===== config.mk =====
export PLATFORM = sky130hd
export DESIGN_NAME = canmbx_ram
export DESIGN_NICKNAME = d
export VERILOG_FILES = /design/src/rtl/core/canmbx_ram.sv
export SDC_FILE = /design/constraint.sdc
export NUM_CORES = 1
export LEC_CHECK = 0
export ABC_AREA = 1
export BUFFER_PORTS_ARGS = -buffer_cell sky130_fd_sc_hd__buf_2
export CORE_UTILIZATION = 50
export CTS_CLUSTER_SIZE = 10
export DETAILED_ROUTE_END_ITERATION = 12
export GPL_ROUTABILITY_DRIVEN = 0
export GPL_TIMING_DRIVEN = 0
export HOLD_SLACK_MARGIN = 0.15
export PLACE_DENSITY = 0.67
export REMOVE_ABC_BUFFERS = 1
export SLEW_MARGIN = 0
export SYNTH_ARGS = -nofsm -noshare
export SYNTH_HDL_FRONTEND = slang
export SYNTH_SLANG_ARGS = --single-unit

===== constraint.sdc =====
create_clock -name clk -period 1.29 [get_ports clk]
set_input_delay 0.258 -clock clk [delete_from_list [all_inputs] [get_ports clk]]
set_output_delay 0.258 -clock clk [all_outputs]
set_load 0.01 [all_outputs]

===== src/rtl/core/canmbx_ram.sv =====
module canmbx_ram #(
	parameter int WIDTH = 8,
	parameter int DEPTH = 16
) (
	input logic clk,
	input logic we,
	input logic [((DEPTH > 1) ? $clog2(DEPTH) : 1)-1:0] waddr,
	input logic [WIDTH-1:0] wdata,
	input logic [((DEPTH > 1) ? $clog2(DEPTH) : 1)-1:0] raddr,
	output logic [WIDTH-1:0] rdata
);
	logic [WIDTH-1:0] mem_q [DEPTH];

	always_ff @(posedge clk) begin
		if (we) begin
			mem_q[waddr] <= wdata;
		end
		rdata <= mem_q[raddr];
	end
endmodule


**Word-level counts from Yosys, hierarchy flattened**

Memories as Yosys holds them, arrays and structs flattened. A register that Yosys moved wholly into a read port is not among the register bits.
Index checks and enable logic that the tools add are counted.

- Register bits: 0
- Bits in latches: 0
- Bits in writable memories: 128
- Bits in read-only memories: 0
- Input bits: 18
- Output and inout bits: 8
- Word-level logic and storage cells: 3
- Memories kept: 1

- Add/subtract/negate cells: 0
- $mul: 0
- Divide/modulo/power cells: 0
- Order comparisons: 0
- Equal/unequal tests: 0
- Shifts and indexed selects: 0
- Muxes and demuxes: 2
- Bitwise logic cells: 0
- Reductions and logical operators: 0

Memory list:

| name | words | bits a word | rd ports | clocked after memory_dff | write ports | line | source |
|---|---|---|---|---|---|---|---|
| mem_q | 16 | 8 | 1 | 1 | 1 | 12 | `logic [WIDTH-1:0] mem_q [DEPTH];` |

Operators with widths:

| operator | number |
|---|---|
| $mux W1 | 2 |

**Longest topological paths before layout**

Gate-level depths: netlist of the first run.

- Word-level depth: 2
- Depth in mapped cells: 8
- Depth with buffers taken out: 7

**Worst setup path after synthesis of the first run**

OpenSTA, ideal clock, no wires.

- Path type: in2reg
- Start point: input waddr[3] (netlist bit)
- End point: memory mem_q[4][0], enable pin
- Setup time: 0.370 ns
- Data arrival time: 0.839 ns
- Data required time: 0.920 ns
- Setup slack: 0.081 ns
- Cell stages on the path: 2
- Path through: nand3b_1 nor2_1

RTL lines:

| item | line | source |
|---|---|---|
| start: declaration | 7 | `input logic [((DEPTH > 1) ? $clog2(DEPTH) : 1)-1:0] waddr,` |
| end: declaration | 12 |  |

No word-level cell before the write port.

**Worst setup path in the final report of the first run**

- Start point: input waddr[2] (netlist bit)
- End point: memory mem_q[11][1], enable pin

No word-level cell before the write port.

==> results of run 1 <==
-- worst max-delay path: cells and delay by family --
family        cells  cell delay [ns]
buf+inv           1             0.12
simple gates      2             0.99
-- synth_stat cells --
| cell type | n |
|---|---|
| buf_4 | 4 |
| nand2_1 | 173 |
| inv_2 | 2 |
| edfxtp_1 | 128 |
| buf_1 | 1 |
| nand3b_1 | 2 |
| inv_1 | 100 |
| dfxtp_1 | 8 |
| buf_2 | 13 |
| nor2_1 | 17 |
| nand3_1 | 97 |
| buf_6 | 6 |
-- path summary, 6_finish.rpt --
kind	end	cells after the start	slack, ns	start
max	mem_q[11][1]$_DFFE_PP_	3	-0.04	waddr[2]
min	mem_q[2][1]$_DFFE_PP_	1	0.25	wdata[1]
max reg2reg	rdata[2]$_DFF_P_	6	0.22	mem_q[9][2]$_DFFE_PP_
min reg2reg	rdata[3]$_DFF_P_	6	0.68	mem_q[2][3]$_DFFE_PP_
-- metal layers --
| metal | vias up | part of all wire (%) | wire length, um |
|---|---|---|---|
| met5 | - | 0 | 0 |
| met4 | 0 | 3.1 | 370 |
| met3 | 30 | 8.3 | 1000 |
| met2 | 174 | 48 | 5760 |
| met1 | 1730 | 41 | 4990 |
| li1 | 1814 | - | - |
-- layout make-up --
type | count | area share, %
repair buffers | 25 | 2.09
clock buffers | 22 | 7.26
flip-flops and latches | 136 | 61.3
clock inverters | 10 | 1.92
inverters | 102 | 6.09
multi-input cells | 289 | 18.7
well taps | 140 | 2.68
-- report_power, final --
part,internal (mW),total (mW),switching (mW)
sequential,4.94,4.97,0.0235
combinational,0.157,0.584,0.428
clock,3.17,4.84,1.68
-- through the flow --
| step | utilization [%] | cell area (um^2) | setup WS, ns |
|---|---|---|---|
| floorplan | - | 5600 | 0.0515 |
| global placement | 53.5 | 5900 | -1.48 |
| detailed placement | 53.5 | 5900 | -1.50 |
| CTS | 59.1 | 6520 | -0.0347 |
| global route | 59.2 | 6530 | -0.0568 |
| finish | 59.2 | 6530 | -0.0427 |
-- state kept, by name, summed over array words and instances (netlist names) --
name / cells
mem_q: 128
rdata: 8
-- cell families after synthesis --
kind of cell           Yosys count  share of synthesized area [%]
and+or+nand+nor                289                           21.0
DFF                            136                           69.4
buffers and inverters          126                           9.52
-- repair_timing --
action | 4_1_cts | 5_1_grt
hold buffers | 0 | 0
cloned | 0 | 0
gates resized for setup | 6 | 6
endpoints found under the setup margin | 24 | 32
-- cells in the final DEF, fill, tap and decap left out --
cell type and count:
inv_4 1, nor2_1 15, clkinv_2 7, clkbuf_8 4, nand2_1 173, clkbuf_16 17, inv_1 100, buf_2 23
nand3_1 97, nor2_2 2, inv_12 1, nand3b_1 2, bufinv_16 3, edfxtp_1 128, clkbuf_1 2, dfxtp_1 8
buf_4 1
==> flow_metrics.tcl, run 1 <==
set metrics [dict create \
    die_x_um 109 \
    path_cells "buf_2 -> nand3b_1 -> nor2_1" \
    start_kind "primary input" \
    worstPathMaxFanout 8 \
    start_util_pct 52.3 \
    crit_path_top_delay_cell "nor2_1" \
    dieArea_um2 12000 \
    cp.arrival_ns 1.37 \
    drc 0 \
    core_um2 11000 \
    final_cells 724 \
    finalSetupViolCount 8 \
    grt_overflow_total 0 \
    violations "setup timing" \
    grtUsageMet2_pct 34.2 \
    status "finished with violations" \
    syn2layout_area_growth_pct 13.3 \
    cap_viol_max_count 0 \
    powerDensity_nw_per_um2 1590 \
    grt.busiest_layer "met2" \
    min_path_type "in2reg" \
    p_total_mw 10.4 \
    worst_slack_ns -0.0427 \
    fin_crit_sh_pct 103 \
    drtPass1Iterations 5 \
    clockRootBuffer "clkbuf_16" \
    fillers 898 \
    finClkSkew_ns 0.00464 \
    slew_headroom_pct 43.3 \
    netlist_area_um2 5770 \
    clock-sinks 136 \
    worstPathRequired_ns 1.32 \
    synth-seq-area-share_pct 69.4 \
    grt.total_usage_pct 22.2 \
    via_per_inst 5.18 \
    rsz0062_at_grt "yes" \
    rows 38 \
    grt_max_degree 66 \
    io_pins 26 \
    max_freq_mhz 750 \
    cts_buffers 17 \
    vias 3748 \
    antenna_cells 0 \
    syn_avg_cell_area_um2 10.5 \
    synth_seq_cells 136 \
    grt_pass1_vias 3450 \
    cts_tree "yes" \
    p_leak_nw 2.82 \
    wl_per_cell_um 16.8 \
    portBuffers 25 \
    final_nets 589 \
    yosys.area.top_type "edfxtp_1" \
    worst_skew_pair.late_latency_ns 0.41 \
    met1_usage_pct 29.6 \
    placed_cells 692 \
    htreeDepth 4 \
    worst_pin_slew_ns 0.847 \
    synth_cell_types 12 \
    synth_top_area_share_pct 66.7 \
    ant_nets 0 \
    fin_crit_ns 1.33 \
    dpl.hpwl_um 6890 \
    cts_max_path_buffers 2 \
    hold_ws_ns 0.255 \
    hold_violations 0 \
    slew_viol_final 0 \
    multiInputGateArea_um2 1220 \
    drt-initial-drc-count 304 \
    fin_setup_tns_ns -0.331 \
    netlist_top_cells_area "edfxtp_1, nand2_1, nand3_1" \
    slowest_delay_ns 0.70 \
    endpoint_kind "flip-flop" \
    synth_warnings 0 \
    antenna_found_initial 0 \
    met3_usage_pct 4.80 \
    crit_type "in2reg" \
    grt_pass1_wl_um 18500 \
    die_h_um 109 \
    wl_um 12100 \
    drive_above_1_share_pct 10.1 \
    synthCells 551 \
    cts.clk_slew.worst_paths_ns 0.06 \
    ir_drop_v 0.000977 \
    post_cts_buffers 0 \
    seq_area_um2 4000 \
]
Power figures use the tool's default switching activity.
==> inputs of run 2 (changes only) <==
SKIP_CTS_REPAIR_TIMING = 1   (was default)
==> run 2 against run 1 <==
The flow still finishes with violations (setup timing). Worst setup slack improved by 0.014 ns. Routed wire length fell by 0.89%. Sequential power barely moved. Largest cell class unchanged. Largest power group unchanged. Highest routed layer unchanged.
==> flow_metrics.tcl, run 2 (same netlist as run 1, synthesis figures left out) <==
set metrics [dict create \
    min_path_type "in2reg" \
    place_ws_ns -1.50 \
    comb_power_share_pct 5.6 \
    final_cells 724 \
    worstPathRequired_ns 1.33 \
    vias 3720 \
    drt-initial-drc-count 330 \
    placed_cells 692 \
    cap_viol_max_count 0 \
    dpl.hpwl_um 6890 \
    die_h_um 109 \
    p_seq_share_pct 47.8 \
    cp.arrival_ns 1.36 \
    violations "setup timing" \
    regMostFlops "mem_q" \
    p_leak_nw 2.82 \
    worst_skew_pair.late_latency_ns 0.41 \
    start_kind "primary input" \
    status "finished with violations" \
    die_x_um 109 \
    powerDensity_nw_per_um2 1590 \
    clockRootBuffer "clkbuf_16" \
    hold_ws_ns 0.250 \
    finClkSkew_ns 0.00480 \
    fin_crit_ns 1.32 \
    final_cell_mix "nand2_1, edfxtp_1, inv_1" \
    fin_setup_tns_ns -0.221 \
    cts.clk_slew.worst_paths_ns 0.05 \
    rsz0062_at_grt "yes" \
    grt.total_usage_pct 22.2 \
    worst_pin_slew_ns 0.826 \
    portBuffers 25 \
    syn2layout_area_growth_pct 13.3 \
    worstPathMaxFanout 8 \
    worst_slack_ns -0.0290 \
    grt_max_degree 66 \
    p_total_mw 10.4 \
    top_regs "mem_q (128), rdata (8)" \
    grt_pass1_vias 3434 \
    grt_overflow_total 0 \
    io_pins 26 \
    slew_viol_final 0 \
    drive_above_1_share_pct 10.1 \
    clock-sinks 136 \
    fin_crit_sh_pct 102 \
    ir_drop_v 0.000981 \
    wl_per_cell_um 16.6 \
    slew_headroom_pct 44.8 \
    ant_nets 0 \
    endpoint_kind "flip-flop" \
    drc 0 \
    core_um2 11000 \
    hold_violations 0 \
    htreeDepth 4 \
    grt_pass1_wl_um 18400 \
    clkPwrFrac_pct 46.6 \
    largest_reg_flops 128 \
    swShare_pct 20.4 \
    antenna_cells 0 \
    start_util_pct 52.3 \
    via_per_inst 5.14 \
    wl_um 12000 \
    max_freq_mhz 758 \
    cts_tree "yes" \
    rows 38 \
    p_int_mw 8.26 \
    cts_buffers 17 \
    final_nets 589 \
    drtPass1Iterations 7 \
    finalSetupViolCount 8 \
    antenna_found_initial 0 \
    crit_type "in2reg" \
    dieArea_um2 12000 \
    mostFrequentLayoutCell "nand2_1" \
    power_switching_mw 2.12 \
    cts_max_path_buffers 2 \
]
[run 2: changes by cell type in the layout (fill, tap and decap cells not counted), sizes merged]
cell    before  now
buf         24   23
clkbuf      23   24
[run 2: worst paths after layout]
| kind | startpoint | endpoint | slack [ns] | depth (start not counted) |
|---|---|---|---|---|
| worst min register to register | mem_q[2][0]$_DFFE_PP_ | rdata[0]$_DFF_P_ | 0.67 | 6 |
| worst max-delay path | waddr[2] | mem_q[11][6]$_DFFE_PP_ | -0.03 | 3 |
| worst max register to register | mem_q[13][3]$_DFFE_PP_ | rdata[3]$_DFF_P_ | 0.25 | 6 |
| worst min-delay path | raddr[3] | rdata[6]$_DFF_P_ | 0.25 | 3 |
[run 2: per-layer routing]
| metal | routed length, um | vias up | GRT usage (%) |
|---|---|---|---|
| met5 | 0 | - | 0 |
| met4 | 413 | 0 | 11.6 |
| met3 | 867 | 32 | 4.80 |
| met2 | 5650 | 164 | 34.1 |
| met1 | 5090 | 1711 | 29.8 |
| li1 | - | 1813 | - |
[run 2: critical path, stage by stage]
cell and delay [ns]:
buf_2 0.12, nand3b_1 0.29, nor2_1 0.69
[run 2: per-stage QoR]
stage          utilization (%)  instance area, um^2
2_1_floorplan                -                 5600
3_3_place_gp              53.5                 5900
3_5_place_dp              53.5                 5900
4_1_cts                   58.9                 6500
5_1_grt                   59.2                 6530
6_report                  59.2                 6530
[run 2: area by class of cell]
type	instances	area, um^2
Clock buffer	22	474
Multi-Input combinational cell	289	1220
Tap cell	140	175
Timing Repair Buffer	25	136
Inverter	102	398
Fill cell	895	4500
Sequential cell	136	4000
Clock inverter	10	125
[run 2: power by group through the flow]
stage	Sequential, mW	Clock, mW	Combinational [mW]
final	4.97	4.84	0.583
after global routing	4.97	5.06	0.643
after CTS	4.97	4.87	0.576
after detailed placement	5.06	0	0.571
after global placement	5.05	0	0.554
after floorplan	5.07	0	0.267
